===== src/tracker_volume_column_effects_top_macros.svh =====
// Assertion helpers for the volume column block. Both expect clk and arst_n
// in scope at the point of use.
`ifndef TRACKER_VOLUME_COLUMN_EFFECTS_TOP_MACROS_SVH
`define TRACKER_VOLUME_COLUMN_EFFECTS_TOP_MACROS_SVH

// same-cycle implication
`define TVCE_ASSERT_NOW(label, cond, cons, msg) \
	label: assert property (@(posedge clk) disable iff (!arst_n) (cond) |-> (cons)) \
		else $error(msg);

// next-cycle implication
`define TVCE_ASSERT_NEXT(label, cond, cons, msg) \
	label: assert property (@(posedge clk) disable iff (!arst_n) (cond) |=> (cons)) \
		else $error(msg);

`endif


===== src/tvce_pkg.sv =====
package tvce_pkg;

	localparam int CHANNELS = 32;
	localparam int CH_LOG   = (CHANNELS > 1) ? $clog2(CHANNELS) : 1;
	localparam int CH_IDX_W = (CH_LOG > 5) ? 5 : CH_LOG;

	// config register indexes
	localparam logic CFG_XM_MODE      = 1'b0;
	localparam logic CFG_SHARED_GLISS = 1'b1;

	localparam logic [6:0] VOL_MAX = 7'd64;

	typedef enum logic [2:0] {
		REQ_NONE       = 3'd0,
		REQ_VIBRATO    = 3'd1,
		REQ_GLISSANDO  = 3'd2,
		REQ_PORTA_UP   = 3'd3,
		REQ_PORTA_DOWN = 3'd4
	} req_t;

	// per-channel state
	typedef struct packed {
		logic [6:0] vol;
		logic [7:0] pan;
		logic [7:0] slide;       // XM: up high nibble, down low
		logic [7:0] fine_slide;  // XM fine slide, same layout
		logic [7:0] pan_slide;   // XM: left high nibble, right low
		logic [7:0] shared_slot; // IT slide amount, XM glissando
		logic [7:0] porta;
		logic [7:0] glide;
		logic [5:0] spd;
		logic [6:0] dep;
	} chan_t;

	typedef struct packed {
		logic [6:0] vol;
		logic [7:0] pan;
		req_t       req;
		logic [7:0] amt;
		logic [5:0] spd;
		logic [6:0] dep;
	} res_t;

	typedef struct packed {
		logic                en;
		logic [CH_IDX_W-1:0] addr;
		chan_t               data;
	} wr_t;

	function automatic logic [6:0] vol_up(input logic [6:0] v, input logic [7:0] d);
		logic [8:0] sum;
		sum = {2'b00, v} + {1'b0, d};
		return (sum > {2'b00, VOL_MAX}) ? VOL_MAX : sum[6:0];
	endfunction

	function automatic logic [6:0] vol_down(input logic [6:0] v, input logic [7:0] d);
		return (d > {1'b0, v}) ? 7'd0 : 7'({1'b0, v} - d);
	endfunction

	function automatic logic [7:0] glide_amount(input logic [3:0] idx);
		logic [7:0] r;
		case (idx)
			4'd0: r = 8'd0;
			4'd1: r = 8'd1;
			4'd2: r = 8'd4;
			4'd3: r = 8'd8;
			4'd4: r = 8'd16;
			4'd5: r = 8'd32;
			4'd6: r = 8'd64;
			4'd7: r = 8'd96;
			4'd8: r = 8'd128;
			4'd9: r = 8'd255;
			default: r = 8'd0;
		endcase
		return r;
	endfunction

endpackage


===== src/tvce_chan_regs.sv =====
// Per-channel state register file, cleared at reset.
module tvce_chan_regs (
	input  logic                              clk,
	input  logic                              arst_n,
	input  logic [tvce_pkg::CH_IDX_W-1:0]     rd_addr,
	output tvce_pkg::chan_t                   rd_data,
	input  tvce_pkg::wr_t                     wr
);

	tvce_pkg::chan_t regs_q [tvce_pkg::CHANNELS];

	always_ff @(posedge clk or negedge arst_n) begin
		if (!arst_n) begin
			for (int i = 0; i < tvce_pkg::CHANNELS; i++) begin
				regs_q[i] <= '0;
			end
		end else if (wr.en) begin
			regs_q[wr.addr] <= wr.data;
		end
	end

	assign rd_data = regs_q[rd_addr];

endmodule


===== config.mk =====
export PLATFORM = sky130hd
export DESIGN_NAME = tvce_chan_regs
export DESIGN_NICKNAME = d
export VERILOG_FILES = /design/src/tracker_volume_column_effects_top_macros.svh /design/src/tvce_pkg.sv /design/src/tvce_chan_regs.sv
export SDC_FILE = /design/constraint.sdc
export NUM_CORES = 2
export LEC_CHECK = 0
export ABC_AREA = 1
export BUFFER_PORTS_ARGS = -buffer_cell sky130_fd_sc_hd__buf_2
export CAP_MARGIN = 10
export CORE_MARGIN = 2
export CORE_UTILIZATION = 40
export CTS_CLUSTER_DIAMETER = 100
export DETAILED_ROUTE_END_ITERATION = 8
export PLACE_DENSITY = 0.57
export SYNTH_ARGS = -nofsm -noshare
export SYNTH_HDL_FRONTEND = slang
export SYNTH_SLANG_ARGS = --single-unit

===== constraint.sdc =====
create_clock -name clk -period 1.6 [get_ports clk]
set_input_delay 0.16 -clock clk [delete_from_list [all_inputs] [get_ports clk]]
set_output_delay 0.16 -clock clk [all_outputs]
set_load 0.01 [all_outputs]

==> metrics.csv <==
metric,value,unit
die_area,277000,um^2
yosysMostFrequentCell,nand2_1,
postSynth.topFlopCell,dfrtp_1,
num_vias,96394,
die_h,526,um
p_switching,49.6,mW
drtIter0Drc,10400,
cts-buffers-inserted,274,
fp.dieW,526,um
switching_share,28.6,%
clkTransAtPathRegs,60,ps
h-tree-depth,5,
wl_per_cell,22.0,um
tightestPinTransition,652,ps
grt_max_degree,87,
final_util,50.2,%
placed_area,121000,um^2
cap_violations,0,
globalplace.congestion,0.828,
hold_path.class,primary input to asynchronous set/reset pin,
io_buffer_count,164,
critPathLaunchType,flip-flop,
dp_slack,-536,ps
top_register,regs_q,
timing.hold.ws,38.1,ps
synthesis.nets,13653,
hold_viol_final,0,
clk_latency,860,ps
detail_route.wirelength,389000,um
grt_pass1_wl,593000,um
async_flop_share,100,%
seq_area_frac_synth,55.9,%
power_density,1280,nW/um^2
ys_top_cells_by_count,"4595 x nand2_1, 2432 x dfrtp_1, 2199 x nand3_1, 1895 x o21ai_0, 848 x clkbuf_1",
clkSinkCount,2432,
top_regs,regs_q x2432,
ant_nets,0,
clock-root-buffer,clkbuf_16,
end_kind,output port,
synth_edf_count,0,
cp_max_fo,2,
rsz0062_at_grt,yes,
layout.nets,14027,
design.core.area,271000,um^2
syn_avg_cell_area,8.03,um^2
grt_pass1_vias,91857,
fmax,447,MHz
synth_top_area_cell,dfrtp_1,
io_pins,165,
synth_area_leaders,"dfrtp_1 56%, nand2_1 16%, nand3_1 10%",
multiInputGateArea,45800,um^2
globalRouteOverflowTotal,0,
vias_per_cell,5.44,
setup_ws,-636,ps
seqCellArea,60900,um^2
fin_setup_tns,-36560,ps
drv_slew,0,
p_leak,63.5,nW
setup_violations,76,
placed_cells,16954,
syn2layout_area_growth,24.7,%
p_comb_share,17.2,%
slew_headroom,56.5,%
instances_no_fill,17706,
grt_use_total,27.7,%
worstPathRequired,1440,ps
cts_tree,yes,
synth.top_cell.area_share,55.9,%
min_period,2240,ps
clock_path_buffers,4,
hpwl,244000,um
yosys_warnings,0,
fin_area,136000,um^2
ir_drop,0.859,mV
drive_gt1_share,16.6,%
worstSetupPathType,flip-flop to output port,
initial_core_util,40.2,%
p_int,124,mW
fin_total_pwr,173,mW
fin_crit_sh,140,%
synth.distinct_cells,18,
nFillCells,25724,
violations,setup timing,
drc,0,
status,"finished, violations left",
pwr-share-clk,36.5,%
power.share.sequential,46.4,%
netlist_area,109000,um^2
rows,191,
fin_skew,0,ps
largest_register_ffs,2432,
syn_inst,13564,
drtPass1Iterations,6,
antenna_found_initial,9,
cp.arrival,2080,ps
ys_seq_elements,2432,
-- critical path: stages, from the launching register on --
cell     delay [ps]
dfrtp_1         380
nand2_1          70
nand3_1          80
nand3_1         100
nand3_1          90
nand3_1         120
nand2_2          90
buf_12          140
buf_2           130
-- cell families after synthesis --
logic type / Yosys count / synth area share, %
simple gates: 7345 / 27.9
compound gates: 2432 / 11.2
buf+inv: 1355 / 5.04
flops: 2432 / 55.9
-- cell type report --
type,count,share of cell area [%]
Clock buffer,400,5.93
Timing Repair Buffer,1359,11.4
Multi-Input combinational cell,9777,33.7
Sequential cell,2432,44.8
Clock inverter,69,0.582
Tap cell,3570,3.29
Antenna cell,5,0.00921
Inverter,94,0.286
-- what timing repair did --
item / in CTS / in global routing
pin swaps: 415 / 441
setup buffers: 58 / 147
endpoints found under the setup margin: 76 / 422
hold buffers: 77 / 3
endpoints found under the hold margin: 4720 / 2
gates resized for setup: 342 / 400
-- layout by cell type (no fill, tap or decap), types with 13 or more instances in the layout --
cell	instances
buf_12	404
bufinv_16	13
a21oi_1	532
clkbuf_1	60
buf_6	65
clkbuf_8	60
clkinv_2	31
nand3_1	1736
nand2_2	102
clkbuf_16	280
nand3_2	451
buf_2	92
nor2_1	532
nand2_4	67
dfrtp_1	2432
dlygate4sd3_1	79
buf_4	715
inv_1	83
nand2_1	4425
o21ai_0	1895
-- layer usage --
layer | global-route usage, % | vias up | wire length (um)
li1 | - | 45304 | -
met1 | 39.2 | 47336 | 174000
met2 | 44.5 | 3109 | 179000
met5 | 0 | - | 0
met4 | 9.13 | 0 | 13800
met3 | 2.82 | 645 | 21800
-- power by group through the flow --
stage	logic (mW)	registers, mW	clock network (mW)
after global placement	26.0	80.9	0
after CTS	28.0	80.0	64.1
after floorplan	17.7	79.3	0
after global routing	34.0	81.6	66.5
after detailed placement	26.7	81.0	0
final	29.8	80.3	63.2
-- worst paths after layout --
| kind | depth (start not counted) | startpoint | to | slack, ps |
|---|---|---|---|---|
| max | 8 | regs_q[874]$_DFFE_PN0P_ | rd_data[38] | -640 |
| min | 3 | arst_n | regs_q[933]$_DFFE_PN0P_ | 40 |
| max reg2reg | 4 | regs_q[2343]$_DFFE_PN0P_ | regs_q[2343]$_DFFE_PN0P_ | 680 |
| min reg2reg | 2 | regs_q[1831]$_DFFE_PN0P_ | regs_q[1831]$_DFFE_PN0P_ | 480 |
| max in group asynchronous | 5 | arst_n | regs_q[2176]$_DFFE_PN0P_ | 40 |
| min in group clk | 6 | wr[76] | regs_q[2074]$_DFFE_PN0P_ | 70 |
Power figures use the tool's default switching activity.
