--- src/tracker_volume_column_effects_top_macros.svh ---
// Assertion helpers for the volume column block. Both expect clk and arst_n
// in scope at the point of use.
`ifndef TRACKER_VOLUME_COLUMN_EFFECTS_TOP_MACROS_SVH
`define TRACKER_VOLUME_COLUMN_EFFECTS_TOP_MACROS_SVH

// same-cycle implication
`define TVCE_ASSERT_NOW(label, cond, cons, msg) \
	label: assert property (@(posedge clk) disable iff (!arst_n) (cond) |-> (cons)) \
		else $error(msg);

// next-cycle implication
`define TVCE_ASSERT_NEXT(label, cond, cons, msg) \
	label: assert property (@(posedge clk) disable iff (!arst_n) (cond) |=> (cons)) \
		else $error(msg);

`endif

--- src/tvce_pkg.sv ---
package tvce_pkg;

	localparam int CHANNELS = 32;
	localparam int CH_LOG   = (CHANNELS > 1) ? $clog2(CHANNELS) : 1;
	localparam int CH_IDX_W = (CH_LOG > 5) ? 5 : CH_LOG;

	// config register indexes
	localparam logic CFG_XM_MODE      = 1'b0;
	localparam logic CFG_SHARED_GLISS = 1'b1;

	localparam logic [6:0] VOL_MAX = 7'd64;

	typedef enum logic [2:0] {
		REQ_NONE       = 3'd0,
		REQ_VIBRATO    = 3'd1,
		REQ_GLISSANDO  = 3'd2,
		REQ_PORTA_UP   = 3'd3,
		REQ_PORTA_DOWN = 3'd4
	} req_t;

	// per-channel state
	typedef struct packed {
		logic [6:0] vol;
		logic [7:0] pan;
		logic [7:0] slide;       // XM: up high nibble, down low
		logic [7:0] fine_slide;  // XM fine slide, same layout
		logic [7:0] pan_slide;   // XM: left high nibble, right low
		logic [7:0] shared_slot; // IT slide amount, XM glissando
		logic [7:0] porta;
		logic [7:0] glide;
		logic [5:0] spd;
		logic [6:0] dep;
	} chan_t;

	typedef struct packed {
		logic [6:0] vol;
		logic [7:0] pan;
		req_t       req;
		logic [7:0] amt;
		logic [5:0] spd;
		logic [6:0] dep;
	} res_t;

	typedef struct packed {
		logic                en;
		logic [CH_IDX_W-1:0] addr;
		chan_t               data;
	} wr_t;

	function automatic logic [6:0] vol_up(input logic [6:0] v, input logic [7:0] d);
		logic [8:0] sum;
		sum = {2'b00, v} + {1'b0, d};
		return (sum > {2'b00, VOL_MAX}) ? VOL_MAX : sum[6:0];
	endfunction

	function automatic logic [6:0] vol_down(input logic [6:0] v, input logic [7:0] d);
		return (d > {1'b0, v}) ? 7'd0 : 7'({1'b0, v} - d);
	endfunction

	function automatic logic [7:0] glide_amount(input logic [3:0] idx);
		logic [7:0] r;
		case (idx)
			4'd0: r = 8'd0;
			4'd1: r = 8'd1;
			4'd2: r = 8'd4;
			4'd3: r = 8'd8;
			4'd4: r = 8'd16;
			4'd5: r = 8'd32;
			4'd6: r = 8'd64;
			4'd7: r = 8'd96;
			4'd8: r = 8'd128;
			4'd9: r = 8'd255;
			default: r = 8'd0;
		endcase
		return r;
	endfunction

endpackage

--- src/tvce_decode.sv ---
// Command decode and state update for one channel, XM or IT.
module tvce_decode (
	input  logic            xm_mode,
	input  logic            shared_gliss,
	input  logic [4:0]      channel_index,
	input  logic [7:0]      command_byte,
	input  logic            first_tick,
	input  tvce_pkg::chan_t cur,
	output tvce_pkg::chan_t nxt,
	output tvce_pkg::res_t  res,
	output logic            in_range
);

	always_comb begin
		logic [7:0] c;
		logic [3:0] x;
		logic [3:0] nib;
		logic [7:0] mem;
		logic [7:0] off;
		logic [7:0] a;
		logic [7:0] val;
		logic [5:0] sh;
		logic [8:0] sum;
		logic       fine;
		logic       up;
		tvce_pkg::req_t req;

		c    = command_byte;
		x    = c[3:0];
		nib  = '0;
		mem  = '0;
		off  = '0;
		a    = '0;
		val  = '0;
		sh   = '0;
		sum  = '0;
		fine = 1'b0;
		up   = 1'b0;
		req  = tvce_pkg::REQ_NONE;
		nxt  = cur;

		if (xm_mode) begin
			if (c >= 8'h10 && c <= 8'h50) begin
				if (first_tick) nxt.vol = 7'(c - 8'h10);
			end else if (c >= 8'h60 && c < 8'hA0) begin
				fine = c[7];
				up   = c[4];
				mem  = fine ? cur.fine_slide : cur.slide;
				if (first_tick == fine) begin
					if (up) begin
						nib     = (x == 4'd0) ? mem[7:4] : x;
						mem     = {nib, mem[3:0]};
						nxt.vol = tvce_pkg::vol_up(cur.vol, {4'd0, nib});
					end else begin
						nib     = (x == 4'd0) ? mem[3:0] : x;
						mem     = {mem[7:4], nib};
						nxt.vol = tvce_pkg::vol_down(cur.vol, {4'd0, nib});
					end
					if (fine) nxt.fine_slide = mem;
					else nxt.slide = mem;
				end
			end else if (c >= 8'hA0 && c < 8'hC0) begin
				if (!first_tick) begin
					if (!c[4]) begin
						if (x != 4'd0) nxt.spd = {x, 2'b00};
					end else begin
						if (x != 4'd0) nxt.dep = {x, 3'b000};
					end
					req = tvce_pkg::REQ_VIBRATO;
				end
			end else if (c >= 8'hC0 && c < 8'hD0) begin
				if (first_tick) nxt.pan = (x == 4'hF) ? 8'd255 : {x, 4'h0};
			end else if (c >= 8'hD0 && c < 8'hF0) begin
				if (!first_tick) begin
					mem = cur.pan_slide;
					if (c < 8'hE0) begin
						// slide left, high nibble
						nib     = (x == 4'd0) ? mem[7:4] : x;
						nxt.pan_slide = {nib, mem[3:0]};
						sh      = {nib, 2'b00};
						nxt.pan = ({2'b00, sh} > cur.pan) ? 8'd0 : 8'(cur.pan - {2'b00, sh});
					end else begin
						nib     = (x == 4'd0) ? mem[3:0] : x;
						nxt.pan_slide = {mem[7:4], nib};
						sh      = {nib, 2'b00};
						sum     = {1'b0, cur.pan} + {3'b000, sh};
						nxt.pan = sum[8] ? 8'd255 : sum[7:0];
					end
				end
			end else if (c >= 8'hF0) begin
				if (!first_tick) begin
					a   = {x, 4'h0};
					val = (a == 8'd0) ? cur.shared_slot : a;
					nxt.shared_slot = val;
					req = tvce_pkg::REQ_GLISSANDO;
				end
			end
		end else begin
			if (c <= 8'd64) begin
				if (first_tick) nxt.vol = c[6:0];
			end else if (c <= 8'd104) begin
				fine = (c <= 8'd84);
				off  = c - (fine ? 8'd65 : 8'd85);
				up   = (off < 8'd10);
				if (first_tick == fine) begin
					a   = up ? off : off - 8'd10;
					val = (a == 8'd0) ? cur.shared_slot : a;
					nxt.shared_slot = val;
					nxt.vol = up ? tvce_pkg::vol_up(cur.vol, val)
						: tvce_pkg::vol_down(cur.vol, val);
				end
			end else if (c <= 8'd124) begin
				if (!first_tick) begin
					up  = (c >= 8'd115);
					a   = 8'((c - (up ? 8'd115 : 8'd105)) << 2);
					val = (a == 8'd0) ? cur.porta : a;
					nxt.porta = val;
					req = up ? tvce_pkg::REQ_PORTA_UP : tvce_pkg::REQ_PORTA_DOWN;
				end
			end else if (c >= 8'd128 && c <= 8'd192) begin
				if (first_tick) begin
					sum     = {c[6:0], 2'b00};
					nxt.pan = sum[8] ? 8'd255 : sum[7:0];
				end
			end else if (c >= 8'd193 && c <= 8'd202) begin
				if (!first_tick) begin
					a = tvce_pkg::glide_amount(4'(c - 8'd193));
					if (shared_gliss) begin
						val = (a == 8'd0) ? cur.porta : a;
						nxt.porta = val;
					end else begin
						val = (a == 8'd0) ? cur.glide : a;
					end
					nxt.glide = val;
					req = tvce_pkg::REQ_GLISSANDO;
				end
			end else if (c >= 8'd203 && c <= 8'd212) begin
				if (!first_tick) begin
					a = c - 8'd203;
					if (a != 8'd0) nxt.spd = {a[3:0], 2'b00};
					req = tvce_pkg::REQ_VIBRATO;
				end
			end
		end

		in_range = (int'(channel_index) < tvce_pkg::CHANNELS);

		if (in_range) begin
			res.vol = nxt.vol;
			res.pan = nxt.pan;
			res.req = req;
			// amount only goes out with a glissando or porta request
			res.amt = (req == tvce_pkg::REQ_NONE || req == tvce_pkg::REQ_VIBRATO)
				? 8'd0 : val;
			res.spd = nxt.spd;
			res.dep = nxt.dep;
		end else begin
			res = '0;
		end
	end

endmodule

--- config.mk ---
export PLATFORM = sky130hd
export DESIGN_NAME = tvce_decode
export DESIGN_NICKNAME = d
export VERILOG_FILES = /design/src/tracker_volume_column_effects_top_macros.svh /design/src/tvce_pkg.sv /design/src/tvce_decode.sv
export SDC_FILE = /design/constraint.sdc
export NUM_CORES = 1
export LEC_CHECK = 0
export BUFFER_PORTS_ARGS = -buffer_cell sky130_fd_sc_hd__buf_2
export CAP_MARGIN = 20
export CORE_ASPECT_RATIO = 2
export CORE_MARGIN = 2
export CORE_UTILIZATION = 39
export DETAILED_ROUTE_END_ITERATION = 12
export PLACE_DENSITY = 0.76
export SLEW_MARGIN = 10
export SYNTH_ARGS = -nofsm -noshare
export SYNTH_HDL_FRONTEND = slang
export SYNTH_SLANG_ARGS = --single-unit
--- constraint.sdc ---
create_clock -name vclk -period 12.78
set_input_delay 1.278 -clock vclk [all_inputs]
set_output_delay 1.278 -clock vclk [all_outputs]
set_load 0.01 [all_outputs]
==> out/metrics.yaml <==
crit_path_start: "command_byte[0]"
firstDrtPassIters: 5
final.fill_count: 1708
crit_path_start_kind: "input port"
chipHeight_um: 184
drtIter0Drc: 664
ant_nets: 0
clockBufferCount: 0
post-route-period-util_pct: 77.1
core-area_mm2: 0.0161
crit_path_frequent_cell: "ha_1"
routed.top_layer: "met4"
total_power_mw: 0.395
dr_total_vias: 8275
hold_end: "nxt[8]"
ir_worst_vdd_v: 0.0000524
dr_wl_met3_um: 2020
slowest_delay_ns: 0.56
grt_setup_unrepaired: "false"
max_cap_viol_count: 0
critPathTopFamily: "compound AO/OA/AOI/OAI gates"
viasPerCell: 6.32
std_cell_rows: 66
post-place-ws_ns: 3.07
syn_to_final_growth_pct: 12.8
grt-ovfl-total: 0
arrival_ns: 8.57
slew_violations: 0
ioPinCount: 208
ys_types: 85
hpwl_um: 19500
wl_met1_um: 9800
p_leak_nw: 3.23
setup_viol: 0
yosysWarnings: 0
cp_cell_sequence: "buf_2 -> inv_1 -> ha_1 -> nand4b_1 -> a31oi_1 -> ha_1 -> o21a_1 -> o211a_1 -> o22a_1 -> and4_1 -> mux2_4 -> nor4_4 -> mux2_2 -> ha_1 -> a221oi_1 -> nor4b_1 -> a211oi_1 -> nor4_1 -> o211ai_1 -> nor2_2 -> a2111oi_2 -> a221oi_1 -> buf_2"
end_kind: "output pin"
syn_nets: 1148
wl_per_cell_um: 19.1
drc: 0
postCtsHoldBufs: 0
cts_setup_buffers: 0
finalHoldViolations: 0
grt_use_total_pct: 26.9
drive_gt1_share_pct: 21.6
worstMarginPinSlew_ns: 1.00
met2WireLength_um: 12000
power.density_mw_per_mm2: 55.2
finalSetupTns_ns: 0
initial_core_util_pct: 39.4
post_cts_resized: 0
antenna_found_initial: 0
layout.nets: 1260
fin_crit_ns: 9.85
syn_avg_cell_area_um2: 6.37
cp_slowest_cell: "buf_2"
grt_pass1_vias: 7514
design.seq.count: 0
worstPathRequired_ns: 11.50
synthCells: 996
relSlewSlack_pct: 32.1
hold_class: "in -> out"
whs_path_depth: 3
port_buffers: 202
cp_num_buf_inv: 3
crit_type: "in -> out"
yosysSeqAreaShare_pct: 0
setup_slack_ns: 2.93
routed_wl_um: 25000
status: "finished clean"
grt_max_degree: 50
clock.fmax_mhz: 102
hp-start: "cur[8]"
worstPathMaxFanout: 32
die_area_mm2: 0.0174
place_congestion: 0.985
die_w_um: 94.2
netlist_area_mm2: 0.00635
final-seq-area_um2: 0
diodes: 0
grt_pass1_wl_um: 38200
per-layer routing:
| metal | global-route usage (%) | vias up |
|---|---|---|
| li1 | - | 3894 |
| met1 | 33.1 | 3804 |
| met2 | 47.1 | 492 |
| met3 | 2.29 | 85 |
| met4 | 11.4 | 0 |
| met5 | 0 | - |
cells by family after synthesis:
group / Yosys count / share of synthesized area (%)
AOI/OAI and AO/OA: 370 / 38.3
and+or+nand+nor: 349 / 27.3
buffers and inverters: 145 / 10.6
adders and majority gates: 60 / 12.7
muxes: 39 / 6.45
xor gates and xnor gates: 32 / 4.53
other: 1 / 0.0591
how the worst max path moves through the flow:
| stage | endpoint | slack, ns | cells after the start |
|---|---|---|---|
| global route | res[33] | 2.47 | 24 |
| global placement | res[33] | 3.17 | 23 |
| detailed placement | res[33] | 3.07 | 23 |
| finish | res[33] | 2.93 | 23 |
| CTS | res[33] | 3.05 | 23 |
| floorplan | res[33] | 4.11 | 27 |
placed cells by master (no fill, tap or decap), types with 5 or more instances in the layout:
| master | n |
|---|---|
| a211oi_1 | 11 |
| a21o_1 | 17 |
| a21oi_1 | 100 |
| a221oi_1 | 11 |
| a22o_1 | 5 |
| a2bb2oi_1 | 5 |
| a31oi_1 | 21 |
| and2_1 | 14 |
| and3_1 | 8 |
| buf_2 | 202 |
| fa_1 | 7 |
| ha_1 | 53 |
| inv_1 | 47 |
| mux2_2 | 11 |
| mux2i_1 | 27 |
| nand2_1 | 87 |
| nand2b_1 | 11 |
| nand3_1 | 30 |
| nand4_1 | 10 |
| nor2_1 | 97 |
| nor2b_1 | 21 |
| nor3_1 | 27 |
| nor3b_1 | 5 |
| o2111ai_1 | 6 |
| o211ai_1 | 11 |
| o21a_1 | 12 |
| o21ai_0 | 78 |
| o21bai_1 | 5 |
| o221ai_1 | 8 |
| o22a_1 | 5 |
| o22ai_1 | 18 |
| o311ai_0 | 7 |
| o31ai_1 | 7 |
| or2_2 | 5 |
| or3_1 | 5 |
| xnor2_1 | 18 |
| xor2_1 | 13 |
per-stage QoR:
step	hold WS [ns]	instance area (um^2)	cells	utilization, %
CTS	2.87	7160	1310	44.4
finish	2.87	7160	1310	44.4
global placement	2.86	7160	1310	44.4
floorplan	2.68	6350	996	-
global route	2.90	7160	1310	44.4
detailed placement	2.86	7160	1310	44.4
tightest hold or removal path: stages:
cell    delay, ns
buf_2        0.07
and2_1       0.11
buf_2        0.12
cell usage after synthesis (4+ instances only):
cell type    n  area, um^2
o221ai_1     8        70.1
nor2b_1     21         131
buf_1        6        22.5
buf_4       29         218
a21oi_1    100         500
nor3_1      27         135
inv_1       47         176
o21bai_1     5        37.5
a221o_1      4        40.0
o22a_1       5        43.8
o211ai_1    11        82.6
a22o_1       5        43.8
nor2_1      97         364
nand4_1     10        62.6
nand2b_1    11        68.8
and2_1      14        87.6
or3_1        5        31.3
nor3b_1      6        45.0
a2bb2oi_1    5        43.8
a221oi_1    11        96.3
a31oi_1     21         131
o311ai_0     7        61.3
xnor2_1     18         158
a32oi_1      4        35.0
or2_2        5        31.3
o22ai_1     18         113
nor4_1       4        25.0
o31ai_1      7        52.6
o21ai_0     78         390
nand2_1     87         327
buf_2        4        20.0
and3_1       8        50.1
o2111ai_1    6        52.6
fa_1         7         140
xor2_1      13         114
ha_1        53         663
o21a_1      12        90.1
mux2_2      11         124
nand3_1     30         150
clkbuf_1    54         203
a211oi_1    11        82.6
a21o_1      17         128
mux2i_1     27         270
final cells by class:
cell class	instances	area [um^2]	area share [%]
multi-input combinational	851	5680	79.3
timing repair buffer	206	1040	14.5
tap	204	255	3.57
inverter	49	184	2.57
where the power goes:
part,switching [mW],internal [mW],leakage (nW)
Combinational,0.245,0.151,3.23
Clock,0,0,0
Sequential,0,0,0
(Power assumes the default switching activity.)
